### config.mk
export PLATFORM = sky130hd
export DESIGN_NAME = wheel_odometry_pose_update_flat
export DESIGN_NICKNAME = d
export VERILOG_FILES = /design/src/rtl/owpu_pkg.sv /design/src/rtl/owpu_in_if.sv /design/src/rtl/owpu_out_if.sv /design/src/rtl/owpu_mul.sv /design/src/rtl/owpu_mod.sv /design/src/rtl/owpu_cordic.sv /design/src/rtl/wheel_odometry_pose_update.sv /design/src/flat_wrapper.sv
export SDC_FILE = /design/constraint.sdc
export NUM_CORES = 2
export LEC_CHECK = 0
export BUFFER_PORTS_ARGS = -buffer_cell sky130_fd_sc_hd__buf_4
export CAP_MARGIN = 20
export CORE_AREA = 4 4 541 543
export DETAILED_ROUTE_END_ITERATION = 10
export DIE_AREA = 0 0 545 547
export SYNTH_ARGS = -nofsm -noshare
export SYNTH_HDL_FRONTEND = slang
export SYNTH_SLANG_ARGS = --single-unit
### constraint.sdc
create_clock -name clk -period 20.1 [get_ports clk]
set_clock_uncertainty 0.2 [all_clocks]
set_input_delay 1.005 -clock clk [delete_from_list [all_inputs] [get_ports clk]]
set_output_delay 1.005 -clock clk [all_outputs]
set_load 0.02 [all_outputs]
### src/rtl/owpu_pkg.sv
`timescale 1ns / 1ps
// ----------------------------------------------------------------------------
// Odometry pose update package
// Widths, fixed-point constants, codes and the CORDIC arctangent table.
// ----------------------------------------------------------------------------
package owpu_pkg;

  localparam int TICK_BITS    = 16;
  localparam int FRAC_BITS    = 16;
  localparam int CORDIC_STEPS = 16;

  localparam int REQ_W      = 2;
  localparam int CFG_W      = 24;
  localparam int CFG_ADDR_W = 3;
  localparam int POS_W      = 32;
  localparam int HEAD_W     = 18;

  localparam int SUM_W     = TICK_BITS + 1;
  localparam int MAG_W     = TICK_BITS + 1;
  localparam int MUL_A_W   = 48;
  localparam int MUL_B_W   = 25;
  localparam int MUL_P_W   = MUL_A_W + MUL_B_W;
  localparam int P_W       = 46;
  localparam int RSHIFT    = 33 - FRAC_BITS;
  localparam int ANG_W     = 33;
  localparam int Z_W       = 36;
  localparam int CX_W      = 52;
  localparam int STEP_W    = 5;

  localparam logic signed [MUL_P_W-1:0] P_HI = MUL_P_W'((64'sd1 <<< 45) - 64'sd1);
  localparam logic signed [MUL_P_W-1:0] P_LO = -P_HI;
  localparam logic signed [MUL_A_W-1:0] GAIN_Q30    = 48'sd652032874;
  localparam logic [ANG_W:0]            TWO_PI_Q30  = 34'd6746518852;
  localparam logic [ANG_W:0]            PI_Q30      = 34'd3373259426;
  localparam logic [ANG_W:0]            HALF_PI_Q30 = 34'd1686629713;

  typedef enum logic [REQ_W-1:0] {
    REQ_FULL,
    REQ_TRANS,
    REQ_ROT
  } req_t;

  typedef enum logic {
    REG_DIST_PER_TICK,
    REG_ANGLE_PER_TICK
  } cfg_reg_t;

  typedef enum logic [3:0] {
    ST_IDLE,
    ST_T_DIST_GO,
    ST_T_DIST_WT,
    ST_T_X_GO,
    ST_T_X_WT,
    ST_T_Y_GO,
    ST_T_Y_WT,
    ST_R_MOD_GO,
    ST_R_MOD_WT,
    ST_R_GX_GO,
    ST_R_GX_WT,
    ST_R_GY_GO,
    ST_R_GY_WT,
    ST_R_COR_GO,
    ST_R_COR_WT,
    ST_RESULT
  } state_t;

  // Arctangent of 2^-i in Q30 radians.
  function automatic logic [31:0] atan_q30(input logic [STEP_W-1:0] i);
    logic [31:0] v;
    case (i)
      5'd0:    v = 32'd843314857;
      5'd1:    v = 32'd497837829;
      5'd2:    v = 32'd263043837;
      5'd3:    v = 32'd133525159;
      5'd4:    v = 32'd67021687;
      5'd5:    v = 32'd33543516;
      5'd6:    v = 32'd16775851;
      5'd7:    v = 32'd8388437;
      5'd8:    v = 32'd4194283;
      5'd9:    v = 32'd2097149;
      5'd10:   v = 32'd1048576;
      5'd11:   v = 32'd524288;
      5'd12:   v = 32'd262144;
      5'd13:   v = 32'd131072;
      5'd14:   v = 32'd65536;
      5'd15:   v = 32'd32768;
      5'd16:   v = 32'd16384;
      5'd17:   v = 32'd8192;
      5'd18:   v = 32'd4096;
      5'd19:   v = 32'd2048;
      5'd20:   v = 32'd1024;
      5'd21:   v = 32'd512;
      5'd22:   v = 32'd256;
      5'd23:   v = 32'd128;
      default: v = 32'd0;
    endcase
    return v;
  endfunction

endpackage

### src/rtl/owpu_in_if.sv
`timescale 1ns / 1ps
// ----------------------------------------------------------------------------
// Encoder reading channel
// Valid/ready channel carrying one request type and two wheel tick counts.
// ----------------------------------------------------------------------------
interface owpu_in_if;
  import owpu_pkg::*;
  logic                        valid;
  logic                        ready;
  logic [REQ_W-1:0]            req_type;
  logic signed [TICK_BITS-1:0] left_ticks;
  logic signed [TICK_BITS-1:0] right_ticks;
  modport source (output valid, req_type, left_ticks, right_ticks, input ready);
  modport sink (input valid, req_type, left_ticks, right_ticks, output ready);
endinterface

### src/rtl/owpu_out_if.sv
`timescale 1ns / 1ps
// ----------------------------------------------------------------------------
// Pose result channel
// Valid/ready channel carrying the position and heading vector.
// ----------------------------------------------------------------------------
interface owpu_out_if;
  import owpu_pkg::*;
  logic                     valid;
  logic                     ready;
  logic signed [POS_W-1:0]  pos_x;
  logic signed [POS_W-1:0]  pos_y;
  logic signed [HEAD_W-1:0] heading_cos;
  logic signed [HEAD_W-1:0] heading_sin;
  modport source (output valid, pos_x, pos_y, heading_cos, heading_sin, input ready);
  modport sink (input valid, pos_x, pos_y, heading_cos, heading_sin, output ready);
endinterface

### src/rtl/owpu_mul.sv
`timescale 1ns / 1ps
// ----------------------------------------------------------------------------
// Bit-serial signed multiplier
// Consumes one bit of the multiplier per cycle, LSB first; the top bit
// carries negative weight.
// ----------------------------------------------------------------------------
module owpu_mul (
  input  logic                                clk,
  input  logic                                rst_n,
  input  logic                                start,
  input  logic signed [owpu_pkg::MUL_A_W-1:0] a,
  input  logic signed [owpu_pkg::MUL_B_W-1:0] b,
  output logic                                done,
  output logic signed [owpu_pkg::MUL_P_W-1:0] prod
);
  import owpu_pkg::*;

  localparam int CNT_W = $clog2(MUL_B_W);

  logic                      busy_r;
  logic                      done_r;
  logic [CNT_W-1:0]          cnt_r;
  logic signed [MUL_P_W-1:0] a_sh_r;
  logic signed [MUL_P_W-1:0] acc_r;
  logic signed [MUL_P_W-1:0] acc_nxt;
  logic [MUL_B_W-1:0]        b_sh_r;
  logic                      last;

  assign last = (cnt_r == CNT_W'(MUL_B_W - 1));

  always_comb begin
    acc_nxt = acc_r;
    if (b_sh_r[0]) begin
      acc_nxt = last ? (acc_r - a_sh_r) : (acc_r + a_sh_r);
    end
  end

  always_ff @(posedge clk) begin
    if (!rst_n) begin
      busy_r <= 1'b0;
      done_r <= 1'b0;
    end else begin
      done_r <= busy_r && last;
      if (start) begin
        busy_r <= 1'b1;
      end else if (busy_r && last) begin
        busy_r <= 1'b0;
      end
    end
  end

  always_ff @(posedge clk) begin
    if (start) begin
      a_sh_r <= MUL_P_W'(a);
      b_sh_r <= b;
      acc_r  <= '0;
      cnt_r  <= '0;
    end else if (busy_r) begin
      acc_r  <= acc_nxt;
      a_sh_r <= a_sh_r <<< 1;
      b_sh_r <= b_sh_r >> 1;
      cnt_r  <= cnt_r + 1'b1;
    end
  end

  assign done = done_r;
  assign prod = acc_r;

endmodule

### src/rtl/owpu_mod.sv
`timescale 1ns / 1ps
// ----------------------------------------------------------------------------
// Serial angle reduction
// Forms mag * angle_per_tick * 32 modulo 2*pi (Q30), one bit of the
// magnitude per cycle, MSB first, keeping the partial result reduced.
// ----------------------------------------------------------------------------
module owpu_mod (
  input  logic                        clk,
  input  logic                        rst_n,
  input  logic                        start,
  input  logic [owpu_pkg::MAG_W-1:0]  mag,
  input  logic [owpu_pkg::CFG_W-1:0]  apt,
  output logic                        done,
  output logic [owpu_pkg::ANG_W-1:0]  ang
);
  import owpu_pkg::*;

  localparam int CNT_W = $clog2(MAG_W);

  logic             busy_r;
  logic             done_r;
  logic [CNT_W-1:0] cnt_r;
  logic [MAG_W-1:0] mag_sh_r;
  logic [CFG_W-1:0] apt_r;
  logic [ANG_W-1:0] acc_r;
  logic [ANG_W:0]   dbl;
  logic [ANG_W:0]   dbl_red;
  logic [ANG_W:0]   sum;
  logic [ANG_W:0]   sum_red;
  logic             last;

  assign last = (cnt_r == CNT_W'(MAG_W - 1));

  // Both partial values stay below twice the modulus, so one subtract each.
  always_comb begin
    dbl     = {acc_r, 1'b0};
    dbl_red = (dbl >= TWO_PI_Q30) ? (dbl - TWO_PI_Q30) : dbl;
    sum     = dbl_red;
    if (mag_sh_r[MAG_W-1]) begin
      sum = dbl_red + (ANG_W + 1)'({apt_r, 5'b0});
    end
    sum_red = (sum >= TWO_PI_Q30) ? (sum - TWO_PI_Q30) : sum;
  end

  always_ff @(posedge clk) begin
    if (!rst_n) begin
      busy_r <= 1'b0;
      done_r <= 1'b0;
    end else begin
      done_r <= busy_r && last;
      if (start) begin
        busy_r <= 1'b1;
      end else if (busy_r && last) begin
        busy_r <= 1'b0;
      end
    end
  end

  always_ff @(posedge clk) begin
    if (start) begin
      mag_sh_r <= mag;
      apt_r    <= apt;
      acc_r    <= '0;
      cnt_r    <= '0;
    end else if (busy_r) begin
      acc_r    <= sum_red[ANG_W-1:0];
      mag_sh_r <= mag_sh_r << 1;
      cnt_r    <= cnt_r + 1'b1;
    end
  end

  assign done = done_r;
  assign ang  = acc_r;

endmodule

### src/rtl/owpu_cordic.sv
`timescale 1ns / 1ps
// ----------------------------------------------------------------------------
// Iterative CORDIC rotator
// One micro-rotation per cycle with arithmetic shifts and a Q30 angle table.
// ----------------------------------------------------------------------------
module owpu_cordic (
  input  logic                             clk,
  input  logic                             rst_n,
  input  logic                             start,
  input  logic signed [owpu_pkg::CX_W-1:0] x0,
  input  logic signed [owpu_pkg::CX_W-1:0] y0,
  input  logic signed [owpu_pkg::Z_W-1:0]  z0,
  output logic                             done,
  output logic signed [owpu_pkg::CX_W-1:0] x,
  output logic signed [owpu_pkg::CX_W-1:0] y
);
  import owpu_pkg::*;

  logic                   busy_r;
  logic                   done_r;
  logic [STEP_W-1:0]      cnt_r;
  logic signed [CX_W-1:0] x_r;
  logic signed [CX_W-1:0] y_r;
  logic signed [Z_W-1:0]  z_r;
  logic signed [CX_W-1:0] dx;
  logic signed [CX_W-1:0] dy;
  logic signed [Z_W-1:0]  at;
  logic                   last;

  assign last = (cnt_r == STEP_W'(CORDIC_STEPS - 1));
  assign dx   = y_r >>> cnt_r;
  assign dy   = x_r >>> cnt_r;
  assign at   = $signed(Z_W'(atan_q30(cnt_r)));

  always_ff @(posedge clk) begin
    if (!rst_n) begin
      busy_r <= 1'b0;
      done_r <= 1'b0;
    end else begin
      done_r <= busy_r && last;
      if (start) begin
        busy_r <= 1'b1;
      end else if (busy_r && last) begin
        busy_r <= 1'b0;
      end
    end
  end

  always_ff @(posedge clk) begin
    if (start) begin
      x_r   <= x0;
      y_r   <= y0;
      z_r   <= z0;
      cnt_r <= '0;
    end else if (busy_r) begin
      cnt_r <= cnt_r + 1'b1;
      if (!z_r[Z_W-1]) begin
        x_r <= x_r - dx;
        y_r <= y_r + dy;
        z_r <= z_r - at;
      end else begin
        x_r <= x_r + dx;
        y_r <= y_r - dy;
        z_r <= z_r + at;
      end
    end
  end

  assign done = done_r;
  assign x    = x_r;
  assign y    = y_r;

endmodule

### src/rtl/wheel_odometry_pose_update.sv
`timescale 1ns / 1ps
// ----------------------------------------------------------------------------
// Wheel odometry pose update
// Translates the position along the heading and rotates the heading vector
// from one encoder reading, using a shared bit-serial multiplier, a serial
// angle reduction and an iterative CORDIC.
//
//   Channel  | Direction | Payload
//   in_ch    | in        | req_type, left_ticks, right_ticks
//   out_ch   | out       | pos_x, pos_y, heading_cos, heading_sin
//   cfg_*    | in/out    | APB registers dist_per_tick, angle_per_tick
//
// A full update takes five products from the serial multiplier (one multiplier
// bit per cycle), which sets most of its time; translate only and rotate only
// run part of the sequence, and an unused request type goes straight to result.
// One request is processed at a time; the next is taken once the result sits
// in the output register, even while that register is still stalled.
// Reset is synchronous and returns the pose to origin with heading (1, 0).
// ----------------------------------------------------------------------------
module wheel_odometry_pose_update (
  input  logic                              clk,
  input  logic                              rst_n,
  owpu_in_if.sink                           in_ch,
  owpu_out_if.source                        out_ch,
  input  logic                              cfg_psel,
  input  logic                              cfg_penable,
  input  logic                              cfg_pwrite,
  input  logic [owpu_pkg::CFG_ADDR_W-1:0]   cfg_paddr,
  input  logic [31:0]                       cfg_pwdata,
  output logic [31:0]                       cfg_prdata,
  output logic                              cfg_pready
);
  import owpu_pkg::*;

  state_t state_r, state_nxt;

  logic [CFG_W-1:0]            dpt_r;
  logic [CFG_W-1:0]            apt_r;
  logic [REQ_W-1:0]            req_r;
  logic signed [TICK_BITS-1:0] l_r;
  logic signed [TICK_BITS-1:0] r_r;
  logic signed [POS_W-1:0]     x_acc_r;
  logic signed [POS_W-1:0]     y_acc_r;
  logic signed [HEAD_W-1:0]    head_c_r;
  logic signed [HEAD_W-1:0]    head_s_r;
  logic signed [P_W-1:0]       p_r;
  logic signed [Z_W-1:0]       z_r;
  logic                        flip_r;
  logic signed [CX_W-1:0]      cx_r;
  logic signed [CX_W-1:0]      cy_r;
  logic                        out_valid_r;
  logic signed [POS_W-1:0]     out_x_r;
  logic signed [POS_W-1:0]     out_y_r;
  logic signed [HEAD_W-1:0]    out_c_r;
  logic signed [HEAD_W-1:0]    out_s_r;

  logic                        cfg_wr;
  logic                        mul_start;
  logic signed [MUL_A_W-1:0]   mul_a;
  logic signed [MUL_B_W-1:0]   mul_b;
  logic                        mul_done;
  logic signed [MUL_P_W-1:0]   mul_prod;
  logic                        mod_start;
  logic                        mod_done;
  logic [ANG_W-1:0]            mod_ang;
  logic                        cor_start;
  logic                        cor_done;
  logic signed [CX_W-1:0]      cor_x;
  logic signed [CX_W-1:0]      cor_y;
  logic                        in_ready;
  logic                        out_load;

  logic signed [SUM_W-1:0]     tick_sum;
  logic [MAG_W-1:0]            tick_mag;
  logic signed [P_W-1:0]       p_clamped;
  logic signed [MUL_P_W-1:0]   step_rnd;
  logic signed [POS_W-1:0]     x_new;
  logic signed [POS_W-1:0]     y_new;
  logic signed [Z_W-1:0]       zs0;
  logic signed [Z_W-1:0]       zs1;
  logic signed [Z_W-1:0]       z_fold;
  logic                        flip;
  logic signed [CX_W-1:0]      gain_v;
  logic signed [HEAD_W-1:0]    hc_new;
  logic signed [HEAD_W-1:0]    hs_new;

  localparam logic signed [MUL_P_W-1:0] RND_T = MUL_P_W'(1) <<< (RSHIFT - 1);
  localparam logic signed [CX_W-1:0]    RND_H = CX_W'(1) <<< 29;
  localparam logic signed [Z_W-1:0]     PI_S   = $signed(Z_W'(PI_Q30));
  localparam logic signed [Z_W-1:0]     HALF_S = $signed(Z_W'(HALF_PI_Q30));
  localparam logic signed [Z_W-1:0]     TWO_S  = $signed(Z_W'(TWO_PI_Q30));

  function automatic logic signed [POS_W-1:0] sat_pos(input logic signed [MUL_P_W:0] v);
    logic signed [POS_W-1:0] res;
    if ((&v[MUL_P_W:POS_W-1]) || !(|v[MUL_P_W:POS_W-1])) begin
      res = v[POS_W-1:0];
    end else begin
      res = v[MUL_P_W] ? {1'b1, {(POS_W-1){1'b0}}} : {1'b0, {(POS_W-1){1'b1}}};
    end
    return res;
  endfunction

  function automatic logic signed [HEAD_W-1:0] head_out(input logic signed [CX_W-1:0] v);
    logic signed [CX_W-1:0]   rv;
    logic signed [HEAD_W-1:0] res;
    rv = (v + RND_H) >>> 30;
    if ((&rv[CX_W-1:HEAD_W-1]) || !(|rv[CX_W-1:HEAD_W-1])) begin
      res = rv[HEAD_W-1:0];
    end else begin
      res = rv[CX_W-1] ? {1'b1, {(HEAD_W-1){1'b0}}} : {1'b0, {(HEAD_W-1){1'b1}}};
    end
    return res;
  endfunction

  // Configuration registers.
  assign cfg_wr     = cfg_psel && cfg_penable && cfg_pwrite;
  assign cfg_pready = 1'b1;

  always_comb begin
    case (cfg_reg_t'(cfg_paddr[2]))
      REG_DIST_PER_TICK:  cfg_prdata = {8'b0, dpt_r};
      REG_ANGLE_PER_TICK: cfg_prdata = {8'b0, apt_r};
      default:            cfg_prdata = '0;
    endcase
  end

  always_ff @(posedge clk) begin
    if (!rst_n) begin
      dpt_r <= 24'd65536;
      apt_r <= 24'd1677722;
    end else if (cfg_wr) begin
      case (cfg_reg_t'(cfg_paddr[2]))
        REG_DIST_PER_TICK:  dpt_r <= cfg_pwdata[CFG_W-1:0];
        REG_ANGLE_PER_TICK: apt_r <= cfg_pwdata[CFG_W-1:0];
        default:            dpt_r <= dpt_r;
      endcase
    end
  end

  // Arithmetic around the serial units.
  always_comb begin
    tick_sum = SUM_W'(l_r) + SUM_W'(r_r);
    tick_mag = MAG_W'(l_r[TICK_BITS-1] ? -SUM_W'(l_r) : SUM_W'(l_r))
             + MAG_W'(r_r[TICK_BITS-1] ? -SUM_W'(r_r) : SUM_W'(r_r));

    if (mul_prod > P_HI) begin
      p_clamped = P_W'(P_HI);
    end else if (mul_prod < P_LO) begin
      p_clamped = P_W'(P_LO);
    end else begin
      p_clamped = P_W'(mul_prod);
    end

    step_rnd = (mul_prod + RND_T) >>> RSHIFT;
    x_new    = sat_pos((MUL_P_W + 1)'(x_acc_r) + (MUL_P_W + 1)'(step_rnd));
    y_new    = sat_pos((MUL_P_W + 1)'(y_acc_r) + (MUL_P_W + 1)'(step_rnd));

    // Map the reduced angle to (-pi, pi], set the turn direction, and fold
    // angles beyond a quarter turn by negating the start vector.
    zs0 = (Z_W'(mod_ang) > Z_W'(PI_Q30)) ? ($signed(Z_W'(mod_ang)) - TWO_S)
                                         : $signed(Z_W'(mod_ang));
    zs1 = ($signed(r_r) > $signed(l_r)) ? zs0 : -zs0;
    flip   = 1'b0;
    z_fold = zs1;
    if (zs1 > HALF_S) begin
      flip   = 1'b1;
      z_fold = zs1 - PI_S;
    end else if (zs1 < -HALF_S) begin
      flip   = 1'b1;
      z_fold = zs1 + PI_S;
    end

    gain_v = flip_r ? -CX_W'(mul_prod) : CX_W'(mul_prod);
    hc_new = head_out(cor_x);
    hs_new = head_out(cor_y);
  end

  // Sequencer: next state.
  always_comb begin
    state_nxt = state_r;
    case (state_r)
      ST_IDLE: begin
        if (in_ch.valid) begin
          case (in_ch.req_type)
            REQ_FULL:  state_nxt = ST_T_DIST_GO;
            REQ_TRANS: state_nxt = ST_T_DIST_GO;
            REQ_ROT:   state_nxt = ST_R_MOD_GO;
            default:   state_nxt = ST_RESULT;
          endcase
        end
      end
      ST_T_DIST_GO: state_nxt = ST_T_DIST_WT;
      ST_T_DIST_WT: if (mul_done) state_nxt = ST_T_X_GO;
      ST_T_X_GO:    state_nxt = ST_T_X_WT;
      ST_T_X_WT:    if (mul_done) state_nxt = ST_T_Y_GO;
      ST_T_Y_GO:    state_nxt = ST_T_Y_WT;
      ST_T_Y_WT: begin
        if (mul_done) begin
          state_nxt = (req_r == REQ_FULL) ? ST_R_MOD_GO : ST_RESULT;
        end
      end
      ST_R_MOD_GO:  state_nxt = ST_R_MOD_WT;
      ST_R_MOD_WT:  if (mod_done) state_nxt = ST_R_GX_GO;
      ST_R_GX_GO:   state_nxt = ST_R_GX_WT;
      ST_R_GX_WT:   if (mul_done) state_nxt = ST_R_GY_GO;
      ST_R_GY_GO:   state_nxt = ST_R_GY_WT;
      ST_R_GY_WT:   if (mul_done) state_nxt = ST_R_COR_GO;
      ST_R_COR_GO:  state_nxt = ST_R_COR_WT;
      ST_R_COR_WT:  if (cor_done) state_nxt = ST_RESULT;
      ST_RESULT:    if (!out_valid_r || out_ch.ready) state_nxt = ST_IDLE;
      default:      state_nxt = ST_IDLE;
    endcase
  end

  // Sequencer: outputs.
  always_comb begin
    mul_start = 1'b0;
    mul_a     = '0;
    mul_b     = '0;
    mod_start = 1'b0;
    cor_start = 1'b0;
    in_ready  = 1'b0;
    out_load  = 1'b0;
    case (state_r)
      ST_IDLE:      in_ready = 1'b1;
      ST_T_DIST_GO: begin
        mul_start = 1'b1;
        mul_a     = MUL_A_W'(tick_sum);
        mul_b     = $signed({1'b0, dpt_r});
      end
      ST_T_X_GO: begin
        mul_start = 1'b1;
        mul_a     = MUL_A_W'(p_r);
        mul_b     = MUL_B_W'(head_c_r);
      end
      ST_T_Y_GO: begin
        mul_start = 1'b1;
        mul_a     = MUL_A_W'(p_r);
        mul_b     = MUL_B_W'(head_s_r);
      end
      ST_R_MOD_GO:  mod_start = 1'b1;
      ST_R_GX_GO: begin
        mul_start = 1'b1;
        mul_a     = GAIN_Q30;
        mul_b     = MUL_B_W'(head_c_r);
      end
      ST_R_GY_GO: begin
        mul_start = 1'b1;
        mul_a     = GAIN_Q30;
        mul_b     = MUL_B_W'(head_s_r);
      end
      ST_R_COR_GO:  cor_start = 1'b1;
      ST_RESULT:    out_load = !out_valid_r || out_ch.ready;
      default:      in_ready = 1'b0;
    endcase
  end

  always_ff @(posedge clk) begin
    if (!rst_n) begin
      state_r     <= ST_IDLE;
      out_valid_r <= 1'b0;
      x_acc_r     <= '0;
      y_acc_r     <= '0;
      head_c_r    <= 18'sd65536;
      head_s_r    <= '0;
    end else begin
      state_r <= state_nxt;
      if (out_load) begin
        out_valid_r <= 1'b1;
      end else if (out_ch.ready) begin
        out_valid_r <= 1'b0;
      end
      if (state_r == ST_T_X_WT && mul_done) begin
        x_acc_r <= x_new;
      end
      if (state_r == ST_T_Y_WT && mul_done) begin
        y_acc_r <= y_new;
      end
      if (state_r == ST_R_COR_WT && cor_done) begin
        head_c_r <= hc_new;
        head_s_r <= hs_new;
      end
    end
  end

  always_ff @(posedge clk) begin
    if (state_r == ST_IDLE && in_ch.valid) begin
      req_r <= in_ch.req_type;
      l_r   <= in_ch.left_ticks;
      r_r   <= in_ch.right_ticks;
    end
    if (state_r == ST_T_DIST_WT && mul_done) begin
      p_r <= p_clamped;
    end
    if (state_r == ST_R_MOD_WT && mod_done) begin
      z_r    <= z_fold;
      flip_r <= flip;
    end
    if (state_r == ST_R_GX_WT && mul_done) begin
      cx_r <= gain_v;
    end
    if (state_r == ST_R_GY_WT && mul_done) begin
      cy_r <= gain_v;
    end
    if (out_load) begin
      out_x_r <= x_acc_r;
      out_y_r <= y_acc_r;
      out_c_r <= head_c_r;
      out_s_r <= head_s_r;
    end
  end

  owpu_mul u_mul (
    .clk   (clk),
    .rst_n (rst_n),
    .start (mul_start),
    .a     (mul_a),
    .b     (mul_b),
    .done  (mul_done),
    .prod  (mul_prod)
  );

  owpu_mod u_mod (
    .clk   (clk),
    .rst_n (rst_n),
    .start (mod_start),
    .mag   (tick_mag),
    .apt   (apt_r),
    .done  (mod_done),
    .ang   (mod_ang)
  );

  owpu_cordic u_cordic (
    .clk   (clk),
    .rst_n (rst_n),
    .start (cor_start),
    .x0    (cx_r),
    .y0    (cy_r),
    .z0    (z_r),
    .done  (cor_done),
    .x     (cor_x),
    .y     (cor_y)
  );

  assign in_ch.ready        = in_ready;
  assign out_ch.valid       = out_valid_r;
  assign out_ch.pos_x       = out_x_r;
  assign out_ch.pos_y       = out_y_r;
  assign out_ch.heading_cos = out_c_r;
  assign out_ch.heading_sin = out_s_r;

`ifndef SYNTHESIS
  a_accept_leaves_idle: assert property (@(posedge clk) disable iff (!rst_n)
    (state_r == ST_IDLE && in_ch.valid) |=> (state_r != ST_IDLE))
    else $error("request accepted but sequencer stayed idle");

  a_load_from_result: assert property (@(posedge clk) disable iff (!rst_n)
    $rose(out_valid_r) |-> $past(state_r == ST_RESULT))
    else $error("result raised outside the result state");

  a_result_waits: assert property (@(posedge clk) disable iff (!rst_n)
    (state_r == ST_RESULT && out_valid_r && !out_ch.ready) |=> (state_r == ST_RESULT))
    else $error("new result dropped while output stalled");

  a_no_ready_busy: assert property (@(posedge clk) disable iff (!rst_n)
    (state_r != ST_IDLE) |-> !in_ch.ready)
    else $error("input ready while a request is in progress");
`endif

endmodule
### src/flat_wrapper.sv
// flat-port wrapper written by rule: the top's interface ports become plain ports
module wheel_odometry_pose_update_flat import owpu_pkg::*;
  (clk, rst_n, cfg_psel, cfg_penable, cfg_pwrite, cfg_paddr, cfg_pwdata, cfg_prdata, cfg_pready, in_ch_valid, in_ch_req_type, in_ch_left_ticks, in_ch_right_ticks, in_ch_ready, out_ch_valid, out_ch_pos_x, out_ch_pos_y, out_ch_heading_cos, out_ch_heading_sin, out_ch_ready);
  owpu_in_if in_ch_i ();
  owpu_out_if out_ch_i ();
  input  logic clk;
  input  logic rst_n;
  input  logic cfg_psel;
  input  logic cfg_penable;
  input  logic cfg_pwrite;
  input  logic [owpu_pkg::CFG_ADDR_W-1:0] cfg_paddr;
  input  logic [31:0] cfg_pwdata;
  output logic [31:0] cfg_prdata;
  output logic cfg_pready;
  input wire logic [$bits(in_ch_i.valid)-1:0] in_ch_valid;
  input wire logic [$bits(in_ch_i.req_type)-1:0] in_ch_req_type;
  input wire logic [$bits(in_ch_i.left_ticks)-1:0] in_ch_left_ticks;
  input wire logic [$bits(in_ch_i.right_ticks)-1:0] in_ch_right_ticks;
  output wire logic [$bits(in_ch_i.ready)-1:0] in_ch_ready;
  output wire logic [$bits(out_ch_i.valid)-1:0] out_ch_valid;
  output wire logic [$bits(out_ch_i.pos_x)-1:0] out_ch_pos_x;
  output wire logic [$bits(out_ch_i.pos_y)-1:0] out_ch_pos_y;
  output wire logic [$bits(out_ch_i.heading_cos)-1:0] out_ch_heading_cos;
  output wire logic [$bits(out_ch_i.heading_sin)-1:0] out_ch_heading_sin;
  input wire logic [$bits(out_ch_i.ready)-1:0] out_ch_ready;
  assign in_ch_i.valid = in_ch_valid;
  assign in_ch_i.req_type = in_ch_req_type;
  assign in_ch_i.left_ticks = in_ch_left_ticks;
  assign in_ch_i.right_ticks = in_ch_right_ticks;
  assign in_ch_ready = in_ch_i.ready;
  assign out_ch_valid = out_ch_i.valid;
  assign out_ch_pos_x = out_ch_i.pos_x;
  assign out_ch_pos_y = out_ch_i.pos_y;
  assign out_ch_heading_cos = out_ch_i.heading_cos;
  assign out_ch_heading_sin = out_ch_i.heading_sin;
  assign out_ch_i.ready = out_ch_ready;
  wheel_odometry_pose_update u_core (.clk(clk), .rst_n(rst_n), .in_ch(in_ch_i), .out_ch(out_ch_i), .cfg_psel(cfg_psel), .cfg_penable(cfg_penable), .cfg_pwrite(cfg_pwrite), .cfg_paddr(cfg_paddr), .cfg_pwdata(cfg_pwdata), .cfg_prdata(cfg_prdata), .cfg_pready(cfg_pready));
endmodule
After elaboration in Yosys (flattened, before gate mapping):

Memories as Yosys holds them, arrays and structs flattened. A register that Yosys moved wholly into a read port is not among the register bits.
Cells that the tools add are included.

* bits in registers: 880
* ROM bits: 960
* input bits: 76
* output and inout port bits: 135
* logic and storage cells: 226
* memories: 1

Memory list
* (no name shown): words 32, width 30, read ports 1, clocked after memory_dff 1, write ports 0, RTL line owpu_pkg.sv:70 `case (i)`

* $add $sub $neg: 28
* magnitude comparators: 8
* equality and inequality tests: 29
* shifts and indexed selects: 2
* mux-type cells: 66
* bitwise logic cells: 1
* reductions and logical operators: 52

Operator list (number)
* $mux 52: 7
* $mux 36: 7
* $mux 73: 3
* $pmux 48 s3: 1
* $mux 32: 4
* $add 32x56->57: 2
* $add 52x31->52 const B: 2
* $add 52x52->52: 2
* $sshr 52x5->52: 2
* $sub 52x52->52: 2
* $reduce_and 43->1: 2
* $reduce_or 43->1: 2
* $pmux 25 s3: 1
* $add 73x18->73 const B: 1
* $add 73x73->73: 1
* $gt 73x46->1 const B: 1
* $lt 73x46->1 const B: 1
* $sub 73x73->73: 1
* $mux 18: 4
* $ge 34x33->1 const B: 2
* $mux 17: 4
* $mux 34: 2
* $pmux 32 s2: 1
* $pmux 4 s16: 1
* 47 further kinds: 130

Logic depth before layout (Yosys ltp):

* depth in word-level cells: 7
* depth in mapped cells: 41
* mapped depth without buffers: 33

Hierarchy:

A second synthesis with hierarchy kept.

* cells, all modules: 9259
* area total of the unflattened synthesis: 80293.3 um^2

By module, submodules not included
* wheel_odometry_pose_update: times used 1, cells each 3867, area each 34486.8 um^2, sequential area each 12702.2 um^2
* owpu_cordic: times used 1, cells each 3119, area each 26305.2 um^2, sequential area each 4944.7 um^2
* owpu_mul: times used 1, cells each 1446, area each 12574.6 um^2, sequential area each 4544.4 um^2
* owpu_mod: times used 1, cells each 827, area each 6926.6 um^2, sequential area each 1991.9 um^2

Least setup slack after synthesis:

No wires, ideal clock.

* path type: input to register
* from: in out_ch_ready
* to: reg u_core.out_c_r[0], in the netlist u_core.out_ch.heading_cos[0], enable pin
* library setup time: 0.681 ns
* data arrival time: 7.816 ns
* required time: 19.219 ns
* slack: 11.403 ns
* cell stages on the path: 2
* path buffers: 0
* cells stage by stage: nor2b_1 -> nor3_1

* word-level cells in the longest chain between the ends: 2

Ends and longest elaborated chain
* from (decl): RTL line flat_wrapper.sv:25 `input wire logic [$bits(out_ch_i.ready)-1:0] out_ch_ready;`
* $logic_or 1x1->1: RTL line wheel_odometry_pose_update.sv:253 `ST_RESULT: out_load = !out_valid_r || out_ch.ready;`
* $mux 1: RTL line wheel_odometry_pose_update.sv:224 `case (state_r)`
* named net u_core.out_load: RTL line wheel_odometry_pose_update.sv:71 `logic out_load;`
* to (signal assigned): RTL line wheel_odometry_pose_update.sv:308 `out_c_r <= head_c_r;`
* to (decl): RTL line wheel_odometry_pose_update.sv:54 `logic signed [HEAD_W-1:0] out_c_r;`

The timed path passes the listed nets, and every way through them passes these cells.
A chain may end at the register's enable or synchronous reset.

Worst setup path in the final report:

* from: reg u_core.u_cordic.cnt_r[0]
* to: reg u_core.u_cordic.x_r[51], in the netlist u_core.u_cordic.x[51], data pin

* word-level cells in the longest chain between the ends: 5
* elaborated cells on any way between the ends: 6
* classes of those cells: add/sub (2); shift (1); mux (3)

Ends and longest elaborated chain
* from (decl): RTL line owpu_cordic.sv:21 `logic [STEP_W-1:0] cnt_r;`
* from (signal assigned): RTL line owpu_cordic.sv:56 `cnt_r <= cnt_r + 1'b1;`
* $sshr 52x5->52 (*): RTL line owpu_cordic.sv:31 `assign dx = y_r >>> cnt_r;`
* $sub 52x52->52 or $add 52x52->52 (tied branches): RTL line owpu_cordic.sv:58, owpu_cordic.sv:62
* $mux 52 (*): RTL line owpu_cordic.sv:57 `if (!z_r[Z_W-1]) begin`
* $mux 52 (*): RTL line owpu_cordic.sv:55 `end else if (busy_r) begin`
* $mux 52 (*): RTL line owpu_cordic.sv:50 `if (start) begin`
* to (signal assigned): RTL line owpu_cordic.sv:58 `x_r <= x_r - dx;`
* to (signal assigned): RTL line owpu_cordic.sv:62 `x_r <= x_r + dx;`
* to (decl): RTL line owpu_cordic.sv:22 `logic signed [CX_W-1:0] x_r;`

Every way passes the cells marked *; elsewhere a longest branch is shown, timed or not. The select of a mux whose other input is x is not followed.

==> impl_metrics.env <==
export IMPL_status="finished clean"
export IMPL_cts_made_buffers=105
export IMPL_dp_cells=11800
export IMPL_finalCriticalPeriod_ns=9.42
export IMPL_synth_simple_area_share_pct=17.6
export IMPL_antenna_found_initial=10
export IMPL_critical_path_most_common_cell="and3_1"
export IMPL_ys_seq_area_share_pct=33.7
export IMPL_grt_pass1_wl_um=350000
export IMPL_finalNonFillerCells=12000
export IMPL_comb_power_share_pct=59.6
export IMPL_cts_tree="built"
export IMPL_path_clk_slew_ns=0.07
export IMPL_rows=197
export IMPL_syn_inst=8179
export IMPL_htreeDepth=3
export IMPL_worst_path_max_delay_cell="dfxtp_4"
export IMPL_p_sw_uw=5690
export IMPL_synth_edf_count=598
export IMPL_initial_utilization_pct=24.9
export IMPL_vias_per_cell=5.14
export IMPL_cts_hold_buf=0
export IMPL_grtUsageTotal_pct=14.8
export IMPL_hold_ws_ns=0.245
export IMPL_grt_start_max_net_pins=139
export IMPL_rrSetupSlack_ns=10.68
export IMPL_p_seq_share_pct=23.8
export IMPL_post_cts_resized=0
export IMPL_drt_iter0_drc=5290
export IMPL_synth_mux_area_share_pct=5.31
export IMPL_cts_sinks=906
export IMPL_overflow=0
export IMPL_worstSetupStartpoint="u_core.u_cordic.cnt_r[0]"
export IMPL_first_global_vias=57900
export IMPL_syn_area_per_cell_um2=8.75
export IMPL_portBuffers=191
export IMPL_num_vias=61800
export IMPL_min_from="u_core.u_mod.mag_sh_r[8]"
export IMPL_remaining_drc_errors=0
export IMPL_cp_start_kind="flop"
export IMPL_yosys_warnings=0
export IMPL_core_um2=288000
export IMPL_critPathMaxFanout=58
export IMPL_crit_required_ns=20.41
export IMPL_place_gp_congestion=0.939
export IMPL_p_per_area_nw_per_um2=153
export IMPL_seqCellArea_um2=24100
export IMPL_clockBufferDepth=3
export IMPL_dieWidth_um=545
export IMPL_cp_slowest_stage_delay_ns=0.86
export IMPL_async_flop_share_pct=0
export IMPL_synth_adder_area_share_pct=7.71
export IMPL_ant_nets=0
export IMPL_arrival_ns=9.73
export IMPL_crit_path_end_kind="flop"
export IMPL_cts_setup_buffers=0
export IMPL_hpwl_um=174000
export IMPL_area_growth_pct=12.6
export IMPL_p_int_uw=6680
export IMPL_max_cap_violations=0
export IMPL_ys_ff_latch=906
export IMPL_final_net_count=8657
export IMPL_p_leak_uw=0.0312
export IMPL_setup_violations=0
export IMPL_worstSetupPathType="reg -> reg"
export IMPL_drive_above_1_share_pct=9.64
export IMPL_pwr_share_clk_pct=16.6
export IMPL_dr_pass1_iters=7
export IMPL_peakVddDrop_uv=124
export IMPL_fillers=30500
export IMPL_synth_top_family_by_area="compound AO/OA/AOI/OAI gates"
export IMPL_io_pins=211
export IMPL_synth_compound_area_share_pct=21.6
export IMPL_ys_types=122
export IMPL_switching_share_pct=46.0
export IMPL_r2r_start="u_core.u_cordic.cnt_r[0]"
export IMPL_relSlewSlack_pct=25.8
export IMPL_clk_latency_ns=0.77
export IMPL_r2r_end="u_core.u_cordic.x[51]"
export IMPL_rsz0062_at_grt="no"
export IMPL_synth_area_um2=71600
export IMPL_cts_root_buf="clkbuf_16"
export IMPL_ys_flop_type="edfxtp_1"
export IMPL_report_final_slew_viol_count=0
export IMPL_hold_viol=0
export IMPL_synth_xor_area_share_pct=10.3
export IMPL_cp_endpoint="u_core.u_cordic.x[51]"
export IMPL_r2r_cells=28
export IMPL_multiInputGateArea_um2=45000
export IMPL_tightest_slew_ns=1.08
export IMPL_dieArea_um2=298000
export IMPL_routedWlPerCell_um=19.2
export IMPL_tns_ns=0
export IMPL_drt_wl_total_um=230000
export IMPL_fin_crit_sh_pct=46.9
export IMPL_die_h_um=547
export IMPL_max_freq_mhz=106
export IMPL_hold_path_class="reg -> reg"
state kept, by name, indices dropped and copies added (netlist names), 35 cells and up:
register / count
u_core.u_mul.a_sh_r: 73
u_core.u_mul.prod: 73
u_core.cx_r: 52
u_core.cy_r: 52
u_core.u_cordic.x: 52
u_core.u_cordic.y: 52
u_core.p_r: 46
u_core.u_cordic.z_r: 36
u_core.z_r: 35
cell families after synthesis:
family,Yosys count
muxes,265
adders and majority gates,436
other,2
and+or+nand+nor,2703
DFF,906
AOI/OAI and AO/OA,2364
xor gates and xnor gates,834
buffers and inverters,669
synthesized netlist by cell type, types with 28 or more instances:
cell | n | share of area [%]
nor2_1 | 754 | 4.0
xor2_1 | 341 | 4.2
clkbuf_1 | 319 | 1.7
mux2_2 | 57 | 0.90
o21bai_1 | 84 | 0.88
nand2b_1 | 96 | 0.84
xnor2_1 | 489 | 6.0
nand2_1 | 927 | 4.9
nand3_1 | 186 | 1.3
o41ai_1 | 28 | 0.34
or2_2 | 33 | 0.29
nor2b_1 | 64 | 0.56
dfxtp_1 | 308 | 8.6
mux2i_1 | 122 | 1.7
o21a_1 | 74 | 0.78
ha_1 | 427 | 7.5
a21boi_0 | 58 | 0.61
mux4_2 | 86 | 2.7
or3_1 | 50 | 0.44
o21ai_0 | 453 | 3.2
inv_1 | 226 | 1.2
edfxtp_1 | 598 | 25
nor4_1 | 52 | 0.45
buf_2 | 41 | 0.29
and2_1 | 62 | 0.54
o22ai_1 | 38 | 0.33
a21o_1 | 314 | 3.3
a221o_1 | 29 | 0.41
buf_1 | 49 | 0.26
a31oi_1 | 110 | 0.96
o31ai_1 | 78 | 0.82
nor3_1 | 176 | 1.2
and3_1 | 99 | 0.87
or4_1 | 33 | 0.35
o221a_2 | 32 | 0.50
a21oi_1 | 686 | 4.8
nand4_1 | 79 | 0.69
a211oi_1 | 46 | 0.48
how the worst min path moves through the flow:
stage / endpoint / slack, ns / depth (start not counted)
global route: u_core.req_r[0] / 0.20 / 1
finish: u_core.u_mod.mag_sh_r[9] / 0.24 / 2
floorplan: u_core.u_mod.apt_r[0] / 0.22 / 0
CTS: u_core.apt_r[16] / 0.18 / 3
detailed placement: u_core.out_ch.heading_sin[6] / 0.25 / 0
global placement: u_core.u_mod.apt_r[10] / 0.25 / 0
cell type report:
cell class | count | area share, %
Antenna cell | 8 | 0.0248
Clock buffer | 127 | 3.49
Sequential cell | 906 | 29.9
Timing Repair Buffer | 286 | 2.69
Tap cell | 3781 | 5.87
Inverter | 235 | 1.10
Clock inverter | 73 | 1.10
Multi-Input combinational cell | 6611 | 55.8
stage by stage:
| stage | utilization (%) | power (uW) | instance area (um2) | setup WS [ns] |
|---|---|---|---|---|
| floorplan | - | 8600 | 71600 | 11.40 |
| detailed placement | 26.7 | 10300 | 76900 | 10.82 |
| global route | 28.0 | 13300 | 80600 | 10.01 |
| global placement | 26.7 | 10200 | 76900 | 10.83 |
| finish | 28.0 | 12400 | 80600 | 10.68 |
| CTS | 28.0 | 12400 | 80600 | 10.78 |
worst max-delay path, delay by kind of cell, from the launching register on:
family          cells  cell delay (ns)
compound gates     14             3.25
xor+xnor            2             0.40
fa+ha+maj           1             0.36
buf+inv             1             0.83
flops               1             0.86
mux                 2             1.16
simple gates        8             1.99
placed cells by master, fill, tap and decap left out, drive strengths merged, types with 96 or more instances in the layout:
| master | count |
|---|---|
| buf | 285 |
| ha | 427 |
| and3 | 99 |
| mux2i | 122 |
| nor3 | 179 |
| xor2 | 342 |
| a21oi | 686 |
| nand2 | 929 |
| xnor2 | 491 |
| dfxtp | 308 |
| inv | 245 |
| edfxtp | 598 |
| nand2b | 96 |
| a21o | 314 |
| nor2 | 754 |
| o21ai | 472 |
| a31oi | 111 |
| nand3 | 190 |
| clkbuf | 128 |
power groups by stage:
| stage | Combinational [uW] | Sequential (uW) | Clock [uW] |
|---|---|---|---|
| CTS | 7330 | 2940 | 2100 |
| detailed placement | 7280 | 2980 | 0 |
| global placement | 7250 | 2970 | 0 |
| finish | 7370 | 2940 | 2050 |
| global route | 8180 | 2990 | 2180 |
| floorplan | 5880 | 2720 | 0 |
metal layers:
layer	wire length, um	track usage, %	up-vias
met4	7540	4.65	4
met5	27	0	-
met3	12900	1.70	315
met1	100000	19.6	29700
li1	-	-	29900
met2	110000	25.0	1868
Note: power is estimated with default switching activity, not from simulation.
